<file path="src/sv/trps_pkg.sv">
// Shared types and constants for the thread ready table.
// No dependencies; every other file depends on this package.
`default_nettype none

package trps_pkg;

    localparam int TableDepth = 16;
    localparam int IdBits     = 8;
    localparam int PrioBits   = 10;
    localparam int CountBits  = $clog2(TableDepth + 1);
    localparam int OpBits     = 3;
    localparam int StatusBits = 2;

    localparam logic [PrioBits-1:0] PrioCeiling = PrioBits'(999);

    typedef enum logic [OpBits-1:0] {
        OP_INIT    = 3'd0,
        OP_ENQUEUE = 3'd1,
        OP_REMOVE  = 3'd2,
        OP_TEST    = 3'd3,
        OP_SELECT  = 3'd4
    } op_e;

    typedef enum logic [StatusBits-1:0] {
        ST_OK        = 2'd0,
        ST_INIT_BUSY = 2'd1,
        ST_FULL      = 2'd2,
        ST_NOT_FOUND = 2'd3
    } status_e;

    typedef enum logic [1:0] {
        S_IDLE,
        S_SCAN,
        S_FINISH
    } state_e;

    // One table slot as seen by its neighbors.
    typedef struct packed {
        logic                valid;
        logic [IdBits-1:0]   id;
        logic [PrioBits-1:0] prio;
    } entry_t;

    // Scan token, carried one cell per cycle.
    typedef struct packed {
        logic                active;
        logic                hit;
        logic                sel_valid;
        logic [IdBits-1:0]   best_id;
        logic [PrioBits-1:0] best_prio;
    } tok_t;

    // Commands broadcast to every cell.
    typedef struct packed {
        logic insert;
        logic compact;
    } cell_cmd_t;

endpackage

`default_nettype wire

</file>
<file path="src/sv/trps_ifs.sv">
// Handshake channel interfaces: request, response and config write.
// Depends on trps_pkg for field widths.
`default_nettype none

interface trps_req_if;
    logic                            valid;
    logic                            ready;
    logic [trps_pkg::OpBits-1:0]     op;
    logic [trps_pkg::IdBits-1:0]     thread_id;
    logic                            has_priority;
    logic [trps_pkg::PrioBits-1:0]   priority_req;

    modport source (output valid, op, thread_id, has_priority, priority_req, input ready);
    modport sink   (input valid, op, thread_id, has_priority, priority_req, output ready);
endinterface

interface trps_rsp_if;
    logic                             valid;
    logic                             ready;
    logic [trps_pkg::StatusBits-1:0]  status;
    logic                             found;
    logic                             select_valid;
    logic [trps_pkg::IdBits-1:0]      select_id;
    logic [trps_pkg::PrioBits-1:0]    select_priority;
    logic [trps_pkg::CountBits-1:0]   occupancy;

    modport source (output valid, status, found, select_valid, select_id,
                    select_priority, occupancy, input ready);
    modport sink   (input valid, status, found, select_valid, select_id,
                    select_priority, occupancy, output ready);
endinterface

interface trps_cfg_if;
    logic                          valid;
    logic                          ready;
    logic [trps_pkg::PrioBits-1:0] data;

    modport source (output valid, data, input ready);
    modport sink   (input valid, data, output ready);
endinterface

`default_nettype wire

</file>
<file path="src/sv/thread_ready_table_priority_select.sv">
// Thread ready table with lowest-priority select: top level.
// Needs trps_pkg, trps_ifs, trps_cell, trps_ctrl.
//
// Usage:
//   req carries one operation (init, enqueue, remove, test, select) per item;
//   rsp returns exactly one result item per request; cfg writes the default
//   priority used for threads inserted without their own priority.
//   Entries live in a row of TableDepth cells, front at cell 0. Insert shifts
//   every cell at once, and remove compaction every cell from the first
//   match back. Remove, test and select send a token down the chain, one cell
//   a cycle, which gathers the match and the lowest priority seen below 999.
// Path to rsp.valid: init/enqueue go from accept to the finish state, which
//   fills the output register; remove/test/select first pass the token through
//   start_reg and every cell register. One item is in work at a time.
// A result waits in the output register while the next item is taken; the
//   block stalls only when a new result is ready and rsp is still held.
// Reset empties the table (occupancy 0) and sets the default priority to 0.
`default_nettype none

module thread_ready_table_priority_select (
    input  wire logic  clk,
    input  wire logic  rst_n,
    trps_req_if.sink   req,
    trps_rsp_if.source rsp,
    trps_cfg_if.sink   cfg
);
    import trps_pkg::*;

    cell_cmd_t         cmd;
    logic [IdBits-1:0] key;
    entry_t            new_entry;
    entry_t            ent [TableDepth];
    tok_t              tok [TableDepth+1];

    trps_ctrl u_ctrl (
        .clk       (clk),
        .rst_n     (rst_n),
        .req       (req),
        .rsp       (rsp),
        .cfg       (cfg),
        .cmd       (cmd),
        .key       (key),
        .new_entry (new_entry),
        .tok_first (tok[0]),
        .tok_last  (tok[TableDepth])
    );

    for (genvar k = 0; k < TableDepth; k++)
    begin : g_cell
        entry_t left_ent;
        entry_t right_ent;

        if (k == 0)
        begin : g_front
            assign left_ent = new_entry;
        end
        else
        begin : g_mid_left
            assign left_ent = ent[k-1];
        end

        if (k == TableDepth - 1)
        begin : g_back
            assign right_ent = '0;
        end
        else
        begin : g_mid_right
            assign right_ent = ent[k+1];
        end

        trps_cell u_cell (
            .clk     (clk),
            .rst_n   (rst_n),
            .cmd     (cmd),
            .key     (key),
            .left    (left_ent),
            .right   (right_ent),
            .tok_in  (tok[k]),
            .ent     (ent[k]),
            .tok_out (tok[k+1])
        );
    end

endmodule

`default_nettype wire

</file>
<file path="src/sv/trps_cell.sv">
// One table slot: holds an entry, shifts with its neighbors, and updates
// the scan token as it passes. Depends on trps_pkg.
`default_nettype none

module trps_cell (
    input  wire logic                        clk,
    input  wire logic                        rst_n,
    input  wire trps_pkg::cell_cmd_t         cmd,
    input  wire logic [trps_pkg::IdBits-1:0] key,
    input  wire trps_pkg::entry_t            left,
    input  wire trps_pkg::entry_t            right,
    input  wire trps_pkg::tok_t              tok_in,
    output trps_pkg::entry_t                 ent,
    output trps_pkg::tok_t                   tok_out
);
    import trps_pkg::*;

    logic                valid_reg, valid_next;
    logic [IdBits-1:0]   id_reg, id_next;
    logic [PrioBits-1:0] prio_reg, prio_next;
    logic                mark_reg, mark_next;
    tok_t                tok_reg, tok_next;
    logic                match;
    logic                better;

    always_comb
    begin
        match  = valid_reg && (id_reg == key);
        better = valid_reg && (prio_reg < tok_in.best_prio);

        tok_next     = tok_in;
        tok_next.hit = tok_in.hit | match;
        if (better)
        begin
            tok_next.sel_valid = 1'b1;
            tok_next.best_id   = id_reg;
            tok_next.best_prio = prio_reg;
        end

        // mark: this slot is at or behind the first match
        mark_next = tok_in.active ? tok_next.hit : mark_reg;

        valid_next = valid_reg;
        id_next    = id_reg;
        prio_next  = prio_reg;
        if (cmd.insert)
        begin
            valid_next = left.valid;
            id_next    = left.id;
            prio_next  = left.prio;
        end
        else if (cmd.compact && mark_reg)
        begin
            valid_next = right.valid;
            id_next    = right.id;
            prio_next  = right.prio;
        end
    end

    always_ff @(posedge clk or negedge rst_n)
    begin
        if (!rst_n)
        begin
            valid_reg <= 1'b0;
            mark_reg  <= 1'b0;
            tok_reg   <= '0;
        end
        else
        begin
            valid_reg <= valid_next;
            mark_reg  <= mark_next;
            tok_reg   <= tok_next;
        end
    end

    always_ff @(posedge clk)
    begin
        id_reg   <= id_next;
        prio_reg <= prio_next;
    end

    assign ent     = '{valid: valid_reg, id: id_reg, prio: prio_reg};
    assign tok_out = tok_reg;

endmodule

`default_nettype wire

</file>
<file path="src/sv/trps_ctrl.sv">
// Sequencer: takes requests and config writes, launches scans along the
// cell chain, commits table changes and holds the response. Needs trps_pkg, trps_ifs.
`default_nettype none

module trps_ctrl (
    input  wire logic                        clk,
    input  wire logic                        rst_n,
    trps_req_if.sink                         req,
    trps_rsp_if.source                       rsp,
    trps_cfg_if.sink                         cfg,
    output trps_pkg::cell_cmd_t              cmd,
    output logic [trps_pkg::IdBits-1:0]      key,
    output trps_pkg::entry_t                 new_entry,
    output trps_pkg::tok_t                   tok_first,
    input  wire trps_pkg::tok_t              tok_last
);
    import trps_pkg::*;

    state_e               state_reg, state_next;
    op_e                  op_reg, op_next;
    logic [IdBits-1:0]    key_reg, key_next;
    logic [PrioBits-1:0]  prio_reg, prio_next;
    logic [PrioBits-1:0]  dflt_reg, dflt_next;
    logic [CountBits-1:0] count_reg, count_next;
    logic                 start_reg, start_next;
    tok_t                 res_reg, res_next;

    logic                 out_valid_reg, out_valid_next;
    status_e              out_status_reg, out_status_next;
    logic                 out_found_reg, out_found_next;
    logic                 out_sel_valid_reg, out_sel_valid_next;
    logic [IdBits-1:0]    out_sel_id_reg, out_sel_id_next;
    logic [PrioBits-1:0]  out_sel_prio_reg, out_sel_prio_next;
    logic [CountBits-1:0] out_count_reg, out_count_next;

    logic                 accept;
    logic                 can_write;
    logic                 is_scan_op;
    logic                 full;

    assign req.ready = (state_reg == S_IDLE);
    assign cfg.ready = 1'b1;
    assign accept    = req.valid && req.ready;
    assign can_write = !out_valid_reg || rsp.ready;
    assign full      = (count_reg == CountBits'(TableDepth));

    always_comb
    begin
        case (op_e'(req.op))
            OP_REMOVE, OP_TEST, OP_SELECT: is_scan_op = 1'b1;
            default:                       is_scan_op = 1'b0;
        endcase
    end

    always_comb
    begin
        state_next  = state_reg;
        op_next     = op_reg;
        key_next    = key_reg;
        prio_next   = prio_reg;
        count_next  = count_reg;
        start_next  = 1'b0;
        res_next    = res_reg;
        dflt_next   = (cfg.valid && cfg.ready) ? cfg.data : dflt_reg;
        cmd         = '0;

        out_valid_next     = out_valid_reg && !rsp.ready;
        out_status_next    = out_status_reg;
        out_found_next     = out_found_reg;
        out_sel_valid_next = out_sel_valid_reg;
        out_sel_id_next    = out_sel_id_reg;
        out_sel_prio_next  = out_sel_prio_reg;
        out_count_next     = out_count_reg;

        case (state_reg)
            S_IDLE:
            begin
                if (accept)
                begin
                    op_next    = op_e'(req.op);
                    key_next   = req.thread_id;
                    prio_next  = req.has_priority ? req.priority_req : dflt_reg;
                    start_next = is_scan_op;
                    state_next = is_scan_op ? S_SCAN : S_FINISH;
                end
            end
            S_SCAN:
            begin
                if (tok_last.active)
                begin
                    res_next   = tok_last;
                    state_next = S_FINISH;
                end
            end
            S_FINISH:
            begin
                if (can_write)
                begin
                    out_valid_next     = 1'b1;
                    out_status_next    = ST_OK;
                    out_found_next     = 1'b0;
                    out_sel_valid_next = 1'b0;
                    out_sel_id_next    = '0;
                    out_sel_prio_next  = '0;
                    case (op_reg)
                        OP_INIT, OP_ENQUEUE:
                        begin
                            if (op_reg == OP_INIT && count_reg != '0)
                                out_status_next = ST_INIT_BUSY;
                            else if (full)
                                out_status_next = ST_FULL;
                            else
                            begin
                                cmd.insert = 1'b1;
                                count_next = count_reg + 1'b1;
                            end
                        end
                        OP_REMOVE:
                        begin
                            if (res_reg.hit)
                            begin
                                cmd.compact = 1'b1;
                                count_next  = count_reg - 1'b1;
                            end
                            else
                                out_status_next = ST_NOT_FOUND;
                        end
                        OP_TEST:
                            out_found_next = res_reg.hit;
                        OP_SELECT:
                        begin
                            if (res_reg.sel_valid)
                            begin
                                out_sel_valid_next = 1'b1;
                                out_sel_id_next    = res_reg.best_id;
                                out_sel_prio_next  = res_reg.best_prio;
                            end
                        end
                        default: ;
                    endcase
                    out_count_next = count_next;
                    state_next     = S_IDLE;
                end
            end
            default:
                state_next = S_IDLE;
        endcase
    end

    always_ff @(posedge clk or negedge rst_n)
    begin
        if (!rst_n)
        begin
            state_reg     <= S_IDLE;
            count_reg     <= '0;
            start_reg     <= 1'b0;
            dflt_reg      <= '0;
            out_valid_reg <= 1'b0;
        end
        else
        begin
            state_reg     <= state_next;
            count_reg     <= count_next;
            start_reg     <= start_next;
            dflt_reg      <= dflt_next;
            out_valid_reg <= out_valid_next;
        end
    end

    always_ff @(posedge clk)
    begin
        op_reg            <= op_next;
        key_reg           <= key_next;
        prio_reg          <= prio_next;
        res_reg           <= res_next;
        out_status_reg    <= out_status_next;
        out_found_reg     <= out_found_next;
        out_sel_valid_reg <= out_sel_valid_next;
        out_sel_id_reg    <= out_sel_id_next;
        out_sel_prio_reg  <= out_sel_prio_next;
        out_count_reg     <= out_count_next;
    end

    assign key       = key_reg;
    assign new_entry = '{valid: 1'b1, id: key_reg, prio: prio_reg};
    assign tok_first = '{active: start_reg, hit: 1'b0, sel_valid: 1'b0,
                         best_id: '0, best_prio: PrioCeiling};

    assign rsp.valid           = out_valid_reg;
    assign rsp.status          = out_status_reg;
    assign rsp.found           = out_found_reg;
    assign rsp.select_valid    = out_sel_valid_reg;
    assign rsp.select_id       = out_sel_id_reg;
    assign rsp.select_priority = out_sel_prio_reg;
    assign rsp.occupancy       = out_count_reg;

    a_count_bound: assert property (@(posedge clk) disable iff (!rst_n)
        count_reg <= CountBits'(TableDepth))
        else $error("occupancy above table depth");

    a_token_in_scan: assert property (@(posedge clk) disable iff (!rst_n)
        tok_last.active |-> state_reg == S_SCAN)
        else $error("scan token left the chain outside a scan");

    a_rsp_from_finish: assert property (@(posedge clk) disable iff (!rst_n)
        $rose(out_valid_reg) |-> $past(state_reg == S_FINISH))
        else $error("response raised outside finish");

    a_one_edit: assert property (@(posedge clk) disable iff (!rst_n)
        !(cmd.insert && cmd.compact))
        else $error("insert and compact in the same cycle");

    a_accept_leaves_idle: assert property (@(posedge clk) disable iff (!rst_n)
        accept |=> state_reg != S_IDLE)
        else $error("accepted item did not start work");

endmodule

`default_nettype wire
</file>
<file path="src/flat_wrapper.sv">
// flat-port wrapper written by rule: the top's interface ports become plain ports
module thread_ready_table_priority_select_flat import trps_pkg::*;
  (clk, rst_n, req_valid, req_op, req_thread_id, req_has_priority, req_priority_req, req_ready, rsp_valid, rsp_status, rsp_found, rsp_select_valid, rsp_select_id, rsp_select_priority, rsp_occupancy, rsp_ready, cfg_valid, cfg_data, cfg_ready);
  trps_req_if req_i ();
  trps_rsp_if rsp_i ();
  trps_cfg_if cfg_i ();
  input  wire logic clk;
  input  wire logic rst_n;
  input wire logic [$bits(req_i.valid)-1:0] req_valid;
  input wire logic [$bits(req_i.op)-1:0] req_op;
  input wire logic [$bits(req_i.thread_id)-1:0] req_thread_id;
  input wire logic [$bits(req_i.has_priority)-1:0] req_has_priority;
  input wire logic [$bits(req_i.priority_req)-1:0] req_priority_req;
  output wire logic [$bits(req_i.ready)-1:0] req_ready;
  output wire logic [$bits(rsp_i.valid)-1:0] rsp_valid;
  output wire logic [$bits(rsp_i.status)-1:0] rsp_status;
  output wire logic [$bits(rsp_i.found)-1:0] rsp_found;
  output wire logic [$bits(rsp_i.select_valid)-1:0] rsp_select_valid;
  output wire logic [$bits(rsp_i.select_id)-1:0] rsp_select_id;
  output wire logic [$bits(rsp_i.select_priority)-1:0] rsp_select_priority;
  output wire logic [$bits(rsp_i.occupancy)-1:0] rsp_occupancy;
  input wire logic [$bits(rsp_i.ready)-1:0] rsp_ready;
  input wire logic [$bits(cfg_i.valid)-1:0] cfg_valid;
  input wire logic [$bits(cfg_i.data)-1:0] cfg_data;
  output wire logic [$bits(cfg_i.ready)-1:0] cfg_ready;
  assign req_i.valid = req_valid;
  assign req_i.op = req_op;
  assign req_i.thread_id = req_thread_id;
  assign req_i.has_priority = req_has_priority;
  assign req_i.priority_req = req_priority_req;
  assign req_ready = req_i.ready;
  assign rsp_valid = rsp_i.valid;
  assign rsp_status = rsp_i.status;
  assign rsp_found = rsp_i.found;
  assign rsp_select_valid = rsp_i.select_valid;
  assign rsp_select_id = rsp_i.select_id;
  assign rsp_select_priority = rsp_i.select_priority;
  assign rsp_occupancy = rsp_i.occupancy;
  assign rsp_i.ready = rsp_ready;
  assign cfg_i.valid = cfg_valid;
  assign cfg_i.data = cfg_data;
  assign cfg_ready = cfg_i.ready;
  thread_ready_table_priority_select u_core (.clk(clk), .rst_n(rst_n), .req(req_i), .rsp(rsp_i), .cfg(cfg_i));
endmodule
</file>
<file path="config.mk">
export PLATFORM = sky130hd
export DESIGN_NAME = thread_ready_table_priority_select_flat
export DESIGN_NICKNAME = d
export VERILOG_FILES = /design/src/sv/trps_pkg.sv /design/src/sv/trps_ifs.sv /design/src/sv/thread_ready_table_priority_select.sv /design/src/sv/trps_cell.sv /design/src/sv/trps_ctrl.sv /design/src/flat_wrapper.sv
export SDC_FILE = /design/constraint.sdc
export NUM_CORES = 1
export LEC_CHECK = 0
export ABC_AREA = 0
export BUFFER_PORTS_ARGS = -buffer_cell sky130_fd_sc_hd__buf_2
export CORE_MARGIN = 1
export CORE_UTILIZATION = 55
export CTS_CLUSTER_SIZE = 28
export DETAILED_ROUTE_END_ITERATION = 8
export PLACE_DENSITY = 0.82
export SLEW_MARGIN = 5
export SYNTH_ARGS = -nofsm -noshare
export SYNTH_HDL_FRONTEND = slang
export SYNTH_HIERARCHICAL = 1
export SYNTH_SLANG_ARGS = --single-unit
</file>
<file path="constraint.sdc">
create_clock -name clk -period 3.3 [get_ports clk]
set_clock_uncertainty 0.1 [all_clocks]
set_input_delay 0.165 -clock clk [delete_from_list [all_inputs] [get_ports clk]]
set_output_delay 0.165 -clock clk [all_outputs]
set_load 0.01 [all_outputs]
</file>
### Yosys cells after proc, flatten, opt, wreduce, memory -nomap -nowiden

Cells that the tools add are included.

* output and inout bits: 30
* input bits: 37
* logic and storage cells: 443
* flip-flop bits (word level): 743

* order comparisons: 16
* bitwise gates (word level): 15
* multiplexer cells: 139
* eq/ne operators: 29
* $add $sub $neg: 2
* reductions and logical operators: 80

Operator list (count)
* $mux W10: 33
* $mux W19: 16
* $mux W8: 32
* $lt A10 B10 Y1: 15
* $eq A8 B8 Y1: 16
* $logic_and A1 B1 Y1: 51
* $mux W1: 43
* $reduce_bool A2 Y1: 16
* $mux W2: 9
* $mux W5: 3
* $or A1 B1 Y1: 15
* $eq A3 B2 Y1 const B: 4
* $lt A10 B10 Y1 const B: 1
* $pmux W5 S2: 1
* $reduce_and A2 Y1: 4
* $eq A3 B3 Y1 const B: 2
* $pmux W2 S3: 1
* $add A5 B1 Y5 const B: 1
* $eq A5 B5 Y1 const B: 1
* $reduce_bool A5 Y1: 1
* $sub A5 B1 Y5 const B: 1
* $ne A2 B2 Y1 const B: 2
* $pmux W2 S2: 1
* $eq A3 B1 Y1 const B: 1
* other kinds (10): 11

### Logic depth before layout (Yosys ltp)

Gate-level depths: netlist of run 1.

* depth in word-level cells: 9
* depth in mapped cells: 9
* depth with buffers taken out: 8

### By module

The synthesis of run 1 kept the hierarchy.

Modules (own cells, without submodules)
* trps_cell (u_core.g_cell[0].u_cell ...): seq. area each 1116.1 um2, area an instance 1936.9 um2, times used 10, cells an instance 131
* trps_cell (u_core.g_cell[4].u_cell ...): seq. area each 1116.1 um2, area an instance 1993.2 um2, times used 6, cells an instance 130
* trps_ctrl: seq. area each 2517.4 um2, area an instance 3733.6 um2, times used 1, cells an instance 252
* thread_ready_table_priority_select: seq. area each 0.0 um2, area an instance 3.8 um2, times used 1, cells an instance 1

### Worst setup path before layout of run 1

Ideal clock, no wire load.

* kind: reg2reg
* start: register u_core.u_ctrl.state_reg[0]
* end: register u_core.g_cell[0].u_cell.id_reg[0], enable pin
* data required time: 2.827 ns
* slack: -0.009 ns
* arrival: 2.836 ns
* clock period less this slack: 3.309 ns
* path buffers: 2
* stages on the path, launching flop included: 8
* cell sequence: dfrtp_1 -> nand2b_1 -> or2_2 -> buf_6 -> nor2_1 -> clkbuf_1 -> a21oi_1 -> inv_1

RTL lines
* from (decl): line trps_ctrl.sv:19 `state_e state_reg, state_next;`
* from (signal assigned): line trps_ctrl.sv:162 `state_reg <= state_next;`
* to (signal assigned): line trps_cell.sv:78 `id_reg <= id_next;`
* to (decl): line trps_cell.sv:19 `logic [IdBits-1:0] id_reg, id_next;`

==> impl_results.md, run 1 <==
- DRC viols: 0
- Worst relative slew slack: 0.2334
- I/O pin count: 67
- Max Cap Viol: 0
- Flop pwr share: 0.488
- Tmin final: 2.822 ns
- First-pass GRT wire length: 109400 um
- Initial antenna violation count: 1
- Top layer in use: met4
- WL met3: 2190 um
- Initial DRC count: 1208
- CP max-delay cell: edfxtp_1
- Number of synthesized flops with an enable pin: 356
- Non-filler instance count after layout: 3436
- CP top delay family: simple AND/OR/NAND/NOR gates
- Cell Area, Synth: 35060 um2
- Required time of the worst setup path: 3.55 ns
- Yosys top cell area share: 0.3049
- Max IR drop VDD: 0.0004682 V
- Clock network power share: 0.355
- Postcts setup bufs: 0
- Slowest stage delay, CP: 0.52 ns
- Via count: between 15000 and 20000
- Synth top area cells: edfxtp_1 (30%), dfrtp_1 (28%), mux2_2 (15%), ha_1 (5.2%), mux2_1 (2.9%)
- TritonCTS buffer count: 76
- Port bufs: 65
- Die height: between 200 and 300 um
- Drt wl/cell: 19.68 um
- Crit path DAT: 3.07 ns
- Power Total: 24.95 mW
- Hold slack: 0.01178 ns
- WL met1: approximately 29000 um
- CTS H-tree depth: 3
- Min-delay worst type: primary input to async pin
- Final Hold Fails: 0
- CP bufs+invs: 2
- GRT Total Usage: 0.2147
- Detailed-route wire length: 67630 um
- Leak: 16.37 nW
- Worst r2r src: u_core/u_ctrl/op_reg[1]
- Post-Place Worst Slack: 0.5488 ns
- TNS Setup: 0 ns
- Main synth FF type: dfrtp_1
- Warnings, synthesis: 6
- Diode count: 0
- Clk_lat worst skew: roughly 0.61 ns
- Grt ovf: 0
- Via density: approximately 5.6
- Max Freq: 0.3543 GHz
- Synth Register Bits: 743
- RSZ-0062 raised after global routing: no
- Most common cell on crit path: buf_12
- Yosys top cell by area: edfxtp_1
- RD Place Congestion: 0.8222
- Rows: 92
- Root Buffer: clkbuf_16
- Synth Instances: about 2300
- Cell-internal power: ~19 mW
- Syn avg cell area: 14.97 um2
- Max reg flops: 336
- Post-DP HPWL: 46640 um
- Met2 WL: 35310 um
- Pwr dens: between 600 and 700 nW/um2
- Effective utilization at floorplan: 0.5559
- Worst slew pin tran: 1.150 ns
- Largest net degree at the start of global routing: 99
- Critical Path Source: u_core/u_ctrl/op_reg[1]
- Die area: 64770 um2
- CTS max path bufs: 3
- Setup violations, final: 0
- Slew Viols, Final: 0
- Core area: between 60000 and 70000 um2
- Sw frac: 0.2554
- Nature of the critical path startpoint: register
- Proportion of layout cells with a drive suffix above 1: 0.3143
- TritonRoute pass-1 iters: 5
- Cell count after placement: 3241
- Clk sinks: 743
- CP max FO: 52
- Antenna Nets Post-Route: 0
- Comb power frac: 0.157
- Unique masters post-synth: 57
- Die X: around 250 um
- NumNets Final: 2710
- Fin crit share: 0.8552
- Vias in the first global route: 20387
- NetSw: 6.374 mW
- Crit. End Element: register
- FFs w/ async S/R, synth: 0.5209
- Syn-to-layout area delta: 12.83%
- CP cell instances: nor2_1, nand3_1, nor2_4, buf_12, buf_12, mux2_2
- Sequential share of the synthesized area: 0.5811
- Setup WS post-layout: 0.4777 ns
- Clock transition at path regs: 0.06 ns
- TritonCTS clock tree: yes
- Status: completed
- WS Path Type: register to register
==> routing by layer <==
| metal | vias to the layer above | GRT usage |
|---|---|---|
| li1 | 8867 | - |
| met1 | 9727 | 0.2711 |
| met2 | 386 | 0.3816 |
| met3 | 111 | 0.03215 |
| met4 | 0 | 0.06213 |
| met5 | - | 0 |
==> cell usage after synthesis (all sizes together), types with 3 or more instances <==
| cell type | n |
|---|---|
| a2111oi | 6 |
| a21o | 24 |
| a21oi | 65 |
| a221oi | 10 |
| a41o | 22 |
| and2 | 21 |
| and3 | 11 |
| and4 | 6 |
| buf | 69 |
| clkbuf | 34 |
| conb | 3 |
| dfrtp | 387 |
| edfxtp | 356 |
| ha | 147 |
| inv | 172 |
| mux2 | 613 |
| mux2i | 16 |
| nand2 | 44 |
| nand2b | 44 |
| nand3 | 13 |
| nand4 | 23 |
| nor2 | 8 |
| nor3 | 19 |
| nor3b | 3 |
| nor4 | 17 |
| o211ai | 3 |
| o21ai | 31 |
| o221ai | 7 |
| o311ai | 11 |
| or2 | 7 |
| xnor2 | 19 |
| xor2 | 113 |
==> final timing paths <==
check / cells after the start / endpoint / slack, ns
setup / recovery: 6 / u_core/g_cell[2].u_cell/prio_reg[5] / 0.48
hold / removal: 2 / u_core/g_cell[13].u_cell/tok_out[11] / 0.01
setup reg to reg: 6 / u_core/g_cell[2].u_cell/prio_reg[5] / 0.48
hold reg to reg: 0 / u_core/g_cell[10].u_cell/tok_out[20] / 0.28
max in group asynchronous: 3 / u_core/g_cell[7].u_cell/tok_out[5] / 2.05
min in group clk: 2 / u_core/u_ctrl/prio_reg[9] / 0.08
==> through the flow <==
step | util | instance area [um2]
2_1_floorplan | - | 35210
3_3_place_gp | 0.5769 | 36390
3_5_place_dp | 0.5769 | 36390
4_1_cts | 0.6272 | 39570
5_1_grt | 0.6272 | 39570
6_report | 0.6272 | 39570
==> power groups by stage <==
stage	logic (mW)	registers, mW	clock network, mW
after global placement	3.63	12.2	0
after floorplan	3.01	12.0	0
after global routing	4.33	12.3	9.38
final	3.91	12.2	8.85
after CTS	3.95	12.2	9.02
after detailed placement	3.83	12.3	0
==> what timing repair did <==
item / 4_1_cts / 5_1_grt
hold buffers: 53 / 0
gates resized for setup: 0 / 0
endpoints found under the hold margin: 278 / 0
==> cells in the final DEF (no fill, tap or decap), drive strengths merged, types with 7 or more instances in the layout <==
cell and n:
nand2 44, nand2b 44, a21o 24, o311ai 11
nand3 13, ha 147, a221oi 10, xnor2 19
edfxtp 356, a41o 22, dfrtp 387, xor2 113
nor4 17, nor2 8, a21oi 65, dlygate4sd3 53
or2 7, buf 117, clkinv 18, and2 21
nor3 19, o221ai 7, mux2 613, clkbuf 117
mux2i 16, conb 41, and3 11, nand4 23
o21ai 31, inv 174
==> logic make-up (layout without fill, tap and decap cells) <==
family                     after synthesis  in the layout  share of synthesized area
DFF                                    743            743                     0.5811
muxes                                  629            629                     0.2072
buffers and inverters                  275            484                    0.03879
and+or+nand+nor                        228            228                    0.03822
AOI/OAI and AO/OA                      186            186                    0.04899
adders and majority gates              147            147                    0.05245
xor gates and xnor gates               132            132                    0.03297
other                                    3             41                  0.0003211
==> layout make-up <==
class / instances / area, um2
clock buffer: 117 / 2392
clock inverter: 25 / 252.7
fill: 4531 / 23520
inverter: 172 / 645.6
multi-input combinational: 1363 / 13490
sequential: 743 / 20370
tap: 846 / 1059
timing repair buffer: 170 / 1356
(Power assumes the default switching activity.)
==> run 2, diff against run 1 <==
--- a/config.mk
+++ b/config.mk
@@ -12,6 +12,7 @@
 export CTS_CLUSTER_SIZE = 28
 export DETAILED_ROUTE_END_ITERATION = 8
 export PLACE_DENSITY = 0.82
+export REMOVE_ABC_BUFFERS = 1
 export SLEW_MARGIN = 5
 export SYNTH_ARGS = -nofsm -noshare
 export SYNTH_HDL_FRONTEND = slang
==> run 2 against run 1 <==
Setup slack worse by 0.10 ns. Largest power group unchanged. Worst hold slack better by 0.033 ns. Critical path type unchanged. Sequential power about the same.
==> impl_results.md, run 2 (same netlist as run 1, synthesis figures left out) <==
- RD Place Congestion: 0.8429 (+2.5%)
- Met2 WL: 36780 um (+4.1%)
- Largest net degree at the start of global routing: 85 (-14%)
- Fin crit share: 0.8868 (+0.03156)
- Root Buffer: clkbuf_16
- Initial antenna violation count: 1 (unchanged)
- I/O pin count: 67 (unchanged)
- Setup violations, final: 0 (unchanged)
- Min-delay worst type: primary input to async pin
- CTS max path bufs: 3 (unchanged)
- First-pass GRT wire length: 110400 um (+0.99%)
- Die X: 254.5 um (unchanged)
- Crit path DAT: 3.17 ns (+0.10 ns)
- Drt wl/cell: 19.82 um (+0.70%)
- Crit. End Element: register
- Effective utilization at floorplan: 0.5559 (unchanged)
- Worst slew pin tran: 1.096 ns (-0.05391 ns)
- DRC viols: 0 (unchanged)
- Nature of the critical path startpoint: register
- TritonCTS clock tree: yes
- WL met1: 27810 um (-2.6%)
- WL met3: 2158 um (-1.5%)
- Antenna Nets Post-Route: 0 (unchanged)
- Max Cap Viol: 0 (unchanged)
- WS Path Type: register to register
- Commonest non-fill, non-tap cell in the layout: mux2_2
- Core area: 63080 um2 (unchanged)
- Worst relative slew slack: 0.2676 (+0.03420)
- Pwr dens: 626.4 nW/um2 (-0.68%)
- Proportion of layout cells with a drive suffix above 1: 0.3124 (-0.001858)
- Rows: 92 (unchanged)
- Worst r2r src: u_core/u_ctrl/count_reg[0]
- Postcts setup bufs: 0 (unchanged)
- Vias in the first global route: 20874 (+2.4%)
- Clk sinks: 743 (unchanged)
- RSZ-0062 raised after global routing: no
- CTS H-tree depth: 3 (unchanged)
- Fin util: 0.6272 (about the same)
- Required time of the worst setup path: 3.55 ns (about the same)
- Slew Viols, Final: 0 (unchanged)
- Multi-input gate area: 13480 um2 (about the same)
- TritonCTS buffer count: 76 (unchanged)
- Detailed-route wire length: 68280 um (+0.97%)
- Initial DRC count: 1114 (-7.8%)
- Post-DP HPWL: 46620 um (about the same)
- Leak: 16.36 nW (about the same)
- Diode count: 0 (unchanged)
- Top layer in use: met4
- Final Hold Fails: 0 (unchanged)
- Sequential cell area: 20370 um2 (unchanged)
- Hold slack: 0.04516 ns (+0.03338 ns)
- Commonest non-fill, non-tap cells in the layout: mux2_2 (469), dfrtp_1 (387), edfxtp_1 (356)
- Status: completed
- Via count: 19068 (-0.12%)
- Tmin final: 2.926 ns (+0.1041 ns)
- Max Freq: 0.3417 GHz (-3.6%)
- Via density: 5.535 (-0.38%)
- Max IR drop VDD: 0.0003917 V (-16%)
- CP max FO: 29 (-44%)
- Syn-to-layout area delta: 12.83% (about the same)
- TritonRoute pass-1 iters: 7 (+2)
- Die area: 64770 um2 (unchanged)
- Worst r2r path cells: 7 (+1)
- Max reg flops: 336 (unchanged)
- Filler cell count: 4503 (-0.62%)
- Worst R2R End: u_core/g_cell[13].u_cell/prio_reg[3]
- Port bufs: 65 (unchanged)
- Clock transition at path regs: 0.06 ns (about the same)
- Die height: 254.5 um (unchanged)
- NumNets Final: 2719 (+0.33%)
- GRT Total Usage: 0.2175 (+0.002864)
- Reg2Reg Setup Slack: 0.37 ns (-0.10 ns)
- Grt ovf: 0 (unchanged)
- Clk_lat worst skew: 0.62 ns (about the same)
==> run 2: cell types whose count changed in the layout (fill, tap and decap cells not counted), moves of 2 or more <==
cell       change
clkbuf_1       +9
clkbuf_8       -7
buf_4          +6
buf_12         +2
clkbuf_16      -2
clkinv_2       -2
inv_6          +2
==> run 2: per-stage QoR <==
stage | total power, mW | area (um2) | TNS (ns) | setup slack, ns | instances
finish | 24.78 | 39560 | 0 | 0.3736 | 3445
CTS | 24.95 | 39560 | 0 | 0.3933 | 3445
global route | 25.87 | 39560 | 0 | 0.2088 | 3445
global placement | 15.87 | 36470 | 0 | 0.5301 | 3249
detailed placement | 16.18 | 36470 | 0 | 0.4143 | 3249
floorplan | 15.05 | 34490 | -7650.29 | -13.01 | 2278
==> run 2: repair_timing <==
item                      in CTS  in global routing
hold endpoints to repair     125                  0
hold buffers                  54                  0
gates resized for setup        0                  0
==> run 2: metal layers <==
metal | GRT usage | vias up
met5 | 0 | -
met4 | 0.06282 | 0
met3 | 0.03388 | 128
met2 | 0.4037 | 364
met1 | 0.2589 | 9709
li1 | - | 8867
==> run 2: how the worst max path moves through the flow <==
| stage | start | depth (start not counted) | to |
|---|---|---|---|
| 6_report | u_core/u_ctrl/count_reg[0] | 7 | u_core/g_cell[13].u_cell/prio_reg[3] |
| 5_1_grt | u_core/u_ctrl/count_reg[1] | 9 | u_core/g_cell[15].u_cell/prio_reg[8] |
| 4_1_cts | u_core/u_ctrl/count_reg[0] | 7 | u_core/g_cell[13].u_cell/prio_reg[3] |
| 3_5_place_dp | u_core/u_ctrl/count_reg[0] | 7 | u_core/g_cell[11].u_cell/prio_reg[5] |
| 3_3_place_gp | u_core/u_ctrl/state_reg[0] | 7 | u_core/g_cell[15].u_cell/prio_reg[4] |
| 2_1_floorplan | u_core/u_ctrl/state_reg[0] | 5 | u_core/g_cell[0].u_cell/id_reg[0] |
==> run 2: power breakdown <==
group,switching (mW),internal [mW]
logic,1.96,2.01
clock network,3.49,5.17
registers,0.902,11.3
==> run 2: cell type report <==
type,count,area share
clock buffer,117,0.05762
clock inverter,25,0.006926
inverter,172,0.01632
multi-input combinational,1363,0.3407
sequential,743,0.5150
tap,846,0.02675
timing repair buffer,179,0.03668
==> run 2: critical path: stages (launching register included) <==
cell	delay (ns)
dfrtp_1	0.41
inv_1	0.13
ha_1	0.28
nand4bb_1	0.18
nand3_1	0.14
nor2_4	0.52
buf_4	0.49
mux2_2	0.38
